[config.mk]
export PLATFORM = sky130hd
export DESIGN_NAME = shb_div
export DESIGN_NICKNAME = d
export VERILOG_FILES = /design/src/hdl/shb_pkg.sv /design/src/hdl/shb_div.sv
export SDC_FILE = /design/constraint.sdc
export NUM_CORES = 1
export LEC_CHECK = 0
export BUFFER_PORTS_ARGS = -buffer_cell sky130_fd_sc_hd__buf_4
export CAP_MARGIN = 25
export CORE_MARGIN = 2
export CORE_UTILIZATION = 50
export CTS_BUF_LIST = sky130_fd_sc_hd__clkbuf_16
export CTS_CLUSTER_DIAMETER = 80
export DETAILED_ROUTE_END_ITERATION = 8
export HOLD_SLACK_MARGIN = 0.08
export PLACE_DENSITY = 0.77
export SKIP_CTS_REPAIR_TIMING = 1
export SLEW_MARGIN = 0
export SYNTH_ARGS = -nofsm -noshare
export SYNTH_HDL_FRONTEND = slang
export SYNTH_SLANG_ARGS = --single-unit
export TNS_END_PERCENT = 20
[constraint.sdc]
create_clock -name clk -period 2.9 [get_ports clk]
set_input_delay 0.29 -clock clk [delete_from_list [all_inputs] [get_ports clk]]
set_output_delay 0.29 -clock clk [all_outputs]
set_load 0.01 [all_outputs]
[src/hdl/shb_pkg.sv]
// Shared constants and codes of the spread histogram binner.
package shb_pkg;

    localparam int MASS_W   = 26;
    localparam int INTEN_W  = 32;
    localparam int RIDX_W   = 10;
    localparam int SUM_W    = 40;
    localparam int CENTRE_W = 16;
    localparam int SIZE_W   = 16;
    localparam int SPREAD_W = 4;
    localparam int STATUS_W = 2;
    localparam int CMD_W    = 2;
    localparam int CFG_IDX_W  = 1;
    localparam int CFG_DATA_W = 16;
    localparam int DIV_CNT_W  = 5;
    // Signed bin number: centre plus or minus spread, with a sign bit.
    localparam int BIN_W      = MASS_W + 2;
    localparam int OFFSET_W   = SPREAD_W + 1;

    localparam logic [CMD_W-1:0] CMD_CLEAR = 2'd0;
    localparam logic [CMD_W-1:0] CMD_ADD   = 2'd1;
    localparam logic [CMD_W-1:0] CMD_READ  = 2'd2;

    localparam logic [STATUS_W-1:0] STATUS_OK   = 2'd0;
    localparam logic [STATUS_W-1:0] STATUS_DROP = 2'd1;
    localparam logic [STATUS_W-1:0] STATUS_SAT  = 2'd2;

    localparam logic [CFG_IDX_W-1:0] REG_BIN_SIZE = 1'b0;
    localparam logic [CFG_IDX_W-1:0] REG_NBR_SPAN = 1'b1;

    localparam logic [SIZE_W-1:0]   BIN_SIZE_RESET = 16'd2048;
    localparam logic [SPREAD_W-1:0] NBR_SPAN_RESET = 4'd1;

endpackage

[src/hdl/shb_div.sv]
// Restoring divider, one quotient bit per cycle: mass over bin width.
module shb_div (
    input  logic                          clk,
    input  logic                          rst_n,
    input  logic                          start,
    input  logic [shb_pkg::MASS_W-1:0]    dividend,
    input  logic [shb_pkg::SIZE_W-1:0]    divisor,
    output logic                          done,
    output logic [shb_pkg::MASS_W-1:0]    quotient
);
    import shb_pkg::*;

    localparam logic [DIV_CNT_W-1:0] CNT_LAST = DIV_CNT_W'(MASS_W - 1);

    logic                  run_reg, run_next;
    logic                  done_reg, done_next;
    logic [DIV_CNT_W-1:0]  cnt_reg, cnt_next;
    logic [MASS_W-1:0]     quo_reg, quo_next;
    logic [SIZE_W-1:0]     rem_reg, rem_next;
    logic [SIZE_W-1:0]     dvs;
    logic [SIZE_W:0]       rem_sh;
    logic [SIZE_W+1:0]     diff;
    logic                  fits;

    // A zero width divides as one.
    assign dvs    = (divisor == '0) ? SIZE_W'(1) : divisor;
    assign rem_sh = {rem_reg, quo_reg[MASS_W-1]};
    assign diff   = {1'b0, rem_sh} - {2'b00, dvs};
    assign fits   = !diff[SIZE_W+1];

    always_comb
    begin
        run_next  = run_reg;
        done_next = 1'b0;
        cnt_next  = cnt_reg;
        quo_next  = quo_reg;
        rem_next  = rem_reg;
        if (start)
        begin
            run_next = 1'b1;
            cnt_next = '0;
            quo_next = dividend;
            rem_next = '0;
        end
        else if (run_reg)
        begin
            quo_next = {quo_reg[MASS_W-2:0], fits};
            rem_next = fits ? diff[SIZE_W-1:0] : rem_sh[SIZE_W-1:0];
            cnt_next = cnt_reg + DIV_CNT_W'(1);
            if (cnt_reg == CNT_LAST)
            begin
                run_next  = 1'b0;
                done_next = 1'b1;
            end
        end
    end

    always_ff @(posedge clk or negedge rst_n)
    begin
        if (!rst_n)
        begin
            run_reg  <= 1'b0;
            done_reg <= 1'b0;
        end
        else
        begin
            run_reg  <= run_next;
            done_reg <= done_next;
        end
    end

    always_ff @(posedge clk)
    begin
        cnt_reg <= cnt_next;
        quo_reg <= quo_next;
        rem_reg <= rem_next;
    end

    assign done     = done_reg;
    assign quotient = quo_reg;

endmodule

==> results.py <==
metrics = {
    "run_status": {
        "outcome": "finished clean",
    },
    "grt": {
        "grt_max_degree": 50,
        "grt_first_pass_wirelength_mm": 12.8,
        "grt_pass1_vias": 2640,
        "track_usage_pct": 22.7,
        "overflow": 0,
        "antenna_found_initial": 0,
    },
    "cts": {
        "h-tree-depth": 2,
        "clock_latency_ns": 0.29,
        "cts_root_buf": "clkbuf_16",
        "clock_path_buffers": 2,
        "cts_tree": "built",
        "cts_num_sinks": 49,
        "clkTransAtPathRegs_ns": 0.07,
        "numCtsBuffers": 5,
    },
    "drt": {
        "drc": 0,
        "drt_iter0_markers": 252,
        "avgRoutedWirePerCell_um": 17.5,
        "vias": 2708,
        "routed_wl_mm": 8.08,
        "antenna_left": 0,
        "drt-vias-per-instance": 5.86,
        "dr.pass1.iters": 4,
    },
    "yosys": {
        "netlist_area_um2": 3210,
        "ys.flop_type": "edfxtp_1",
        "ys_seq_area_share_pct": 39.0,
        "postSynthAreaPerCell_um2": 10.1,
        "ys_warn_count": 0,
        "synthArstFlopShare_pct": 4.08,
        "ys_seq_elements": 49,
        "synth_edf_count": 26,
        "syn_nets": 382,
        "synth_cells": 318,
        "synth_cell_types": 62,
    },
    "die": {
        "row_count": 29,
        "dieHeight_um": 84.1,
        "ios": 72,
        "fp.dieArea_um2": 7080,
        "initial_utilization_pct": 51.2,
        "design.core.area_um2": 6280,
        "die_w_um": 84.1,
    },
    "pwr": {
        "power_density_nw_per_um2": 825,
        "p_leak_uw": 0.00168,
        "max-vdd-ir-drop_v": 0.000490,
    },
    "layout": {
        "final.fill_count": 519,
        "final_common_cell": "buf_4",
        "diodes": 0,
        "final_cell_mix": "75 x buf_4, 27 x nor2_1, 26 x mux2_2, 26 x edfxtp_1, 22 x inv_1",
        "largest_reg_flops": 26,
        "nNetsFinal": 448,
        "syn2layout_area_growth_pct": 23.0,
        "layout.cells.non_filler": 462,
        "multi_input_comb_area_um2": 1780,
        "regArea_um2": 1250,
        "drive_gt1_share_pct": 33.8,
    },
    "hold_path": {
        "min-delay-start": "dividend[9]",
        "hold_path_class": "input port to register",
    },
    "placement": {
        "io_buffers": 71,
        "place_congestion": 0.898,
        "place_inst": 453,
        "dp_hpwl_mm": 6.03,
    },
    "flow_run": {
        "drv_cap": 0,
    },
    "timing": {
        "min_period_ns": 2.37,
        "clock_skew_ns": 0.00530,
        "setup_viol": 0,
        "tns_ns": 0,
        "drv_slew": 0,
        "rsz0062_at_grt": "no",
        "hold_viol_final": 0,
        "slew_headroom_pct": 57.5,
        "hold_slack_ns": 0.303,
        "max_freq_mhz": 422,
        "worst_pin_slew_ns": 0.637,
        "finalCritPeriodShare_pct": 81.7,
    },
    "critical_path": {
        "critPathMaxFanout": 3,
        "cp_slowest_stage_delay_ns": 0.40,
        "cp.arrival_ns": 2.58,
        "critPathSlowestCell": "fa_1",
        "criticalPathCategory": "register to register",
        "path_buf_inv": 1,
        "crit_path_start": "quotient[25]",
        "startpoint_type": "register",
        "path_cells": "inv_1 -> ha_1 -> fa_1 -> nand2b_1 -> a21o_1 -> a31o_2 -> xnor2_1 -> o21ai_2 -> a311oi_2",
        "cp_top_family": "compound AO/OA/AOI/OAI gates",
        "cp.required_ns": 3.11,
        "r2r-start": "quotient[25]",
        "cp-end-kind": "register",
    },
}
-- layout make-up --
type | instances | share of cell area, %
Timing Repair Buffer | 76 | 14.5
Clock inverter | 3 | 1.17
Sequential cell | 49 | 31.7
Inverter | 22 | 2.09
Clock buffer | 5 | 3.17
Tap cell | 77 | 2.44
Multi-Input combinational cell | 230 | 45.0
-- per-layer routing --
metal	vias up	track usage, %	share of wire, %
li1	1322	-	-
met1	1292	28.7	40
met2	70	38.7	52
met3	24	3.83	3.9
met4	0	9.24	3.5
met5	-	0	0
-- stage by stage --
stage	total power [uW]	setup WS [ns]	util [%]	instance area, um^2
after global routing	3450	0.410	62.9	3950
after floorplan	2180	0.700	-	3210
after CTS	3250	0.579	62.8	3940
after detailed placement	2580	0.348	60.1	3770
after global placement	2540	0.392	60.1	3770
final	3260	0.530	62.9	3950
-- power breakdown --
| group | switching (uW) | internal [uW] |
|---|---|---|
| sequential | 142 | 893 |
| combinational | 858 | 702 |
| clock | 258 | 408 |
-- worst paths after layout --
kind	depth (start not counted)	slack [ns]	endpoint
max in group asynchronous	2	2.51	run_reg
min in group asynchronous	2	0.31	done
min	2	0.30	quotient[9]
max reg2reg	9	0.53	rem_reg[8]
min reg2reg	2	0.49	rem_reg[12]
max	9	0.53	rem_reg[8]
-- cells in the mapped netlist, drive strengths merged (2+ instances only) --
master  number  share of area [%]
a211oi       6                1.9
nor4         3               0.58
mux2i        2               0.62
a21oi       17                3.1
clkbuf       9                1.1
dfrtp        2                1.6
a31o         2               0.55
o221ai       2               0.55
a211o        2               0.55
a31oi        2               0.39
inv         22                2.6
a32oi        4                1.1
o21ai       16                3.2
edfxtp      26                 24
o211ai       3               0.70
a21o         7                1.6
buf          8                2.1
nand4        5               0.97
a311oi       7                2.9
dfxtp       21                 13
a21boi       2               0.47
o21a         3               0.93
mux2        26                9.1
nor3         4               0.62
nand2       20                2.3
nand2b       6                1.2
nor3b        4               0.93
xor2         7                1.9
or2          2               0.47
nor2        27                3.2
ha          18                7.0
o31ai        6                1.4
xnor2        7                1.9
nand3        6               0.93
-- kinds of logic after synthesis --
logic type                 Yosys count  synth area share, %
AOI/OAI and AO/OA                   85                 21.2
xor gates and xnor gates            14                 3.82
adders and majority gates           19                 7.64
buffers and inverters               39                 5.73
DFF                                 49                 39.0
muxes                               28                 9.74
and+or+nand+nor                     84                 13.0
No activity file was read; power rests on OpenSTA's default activity.
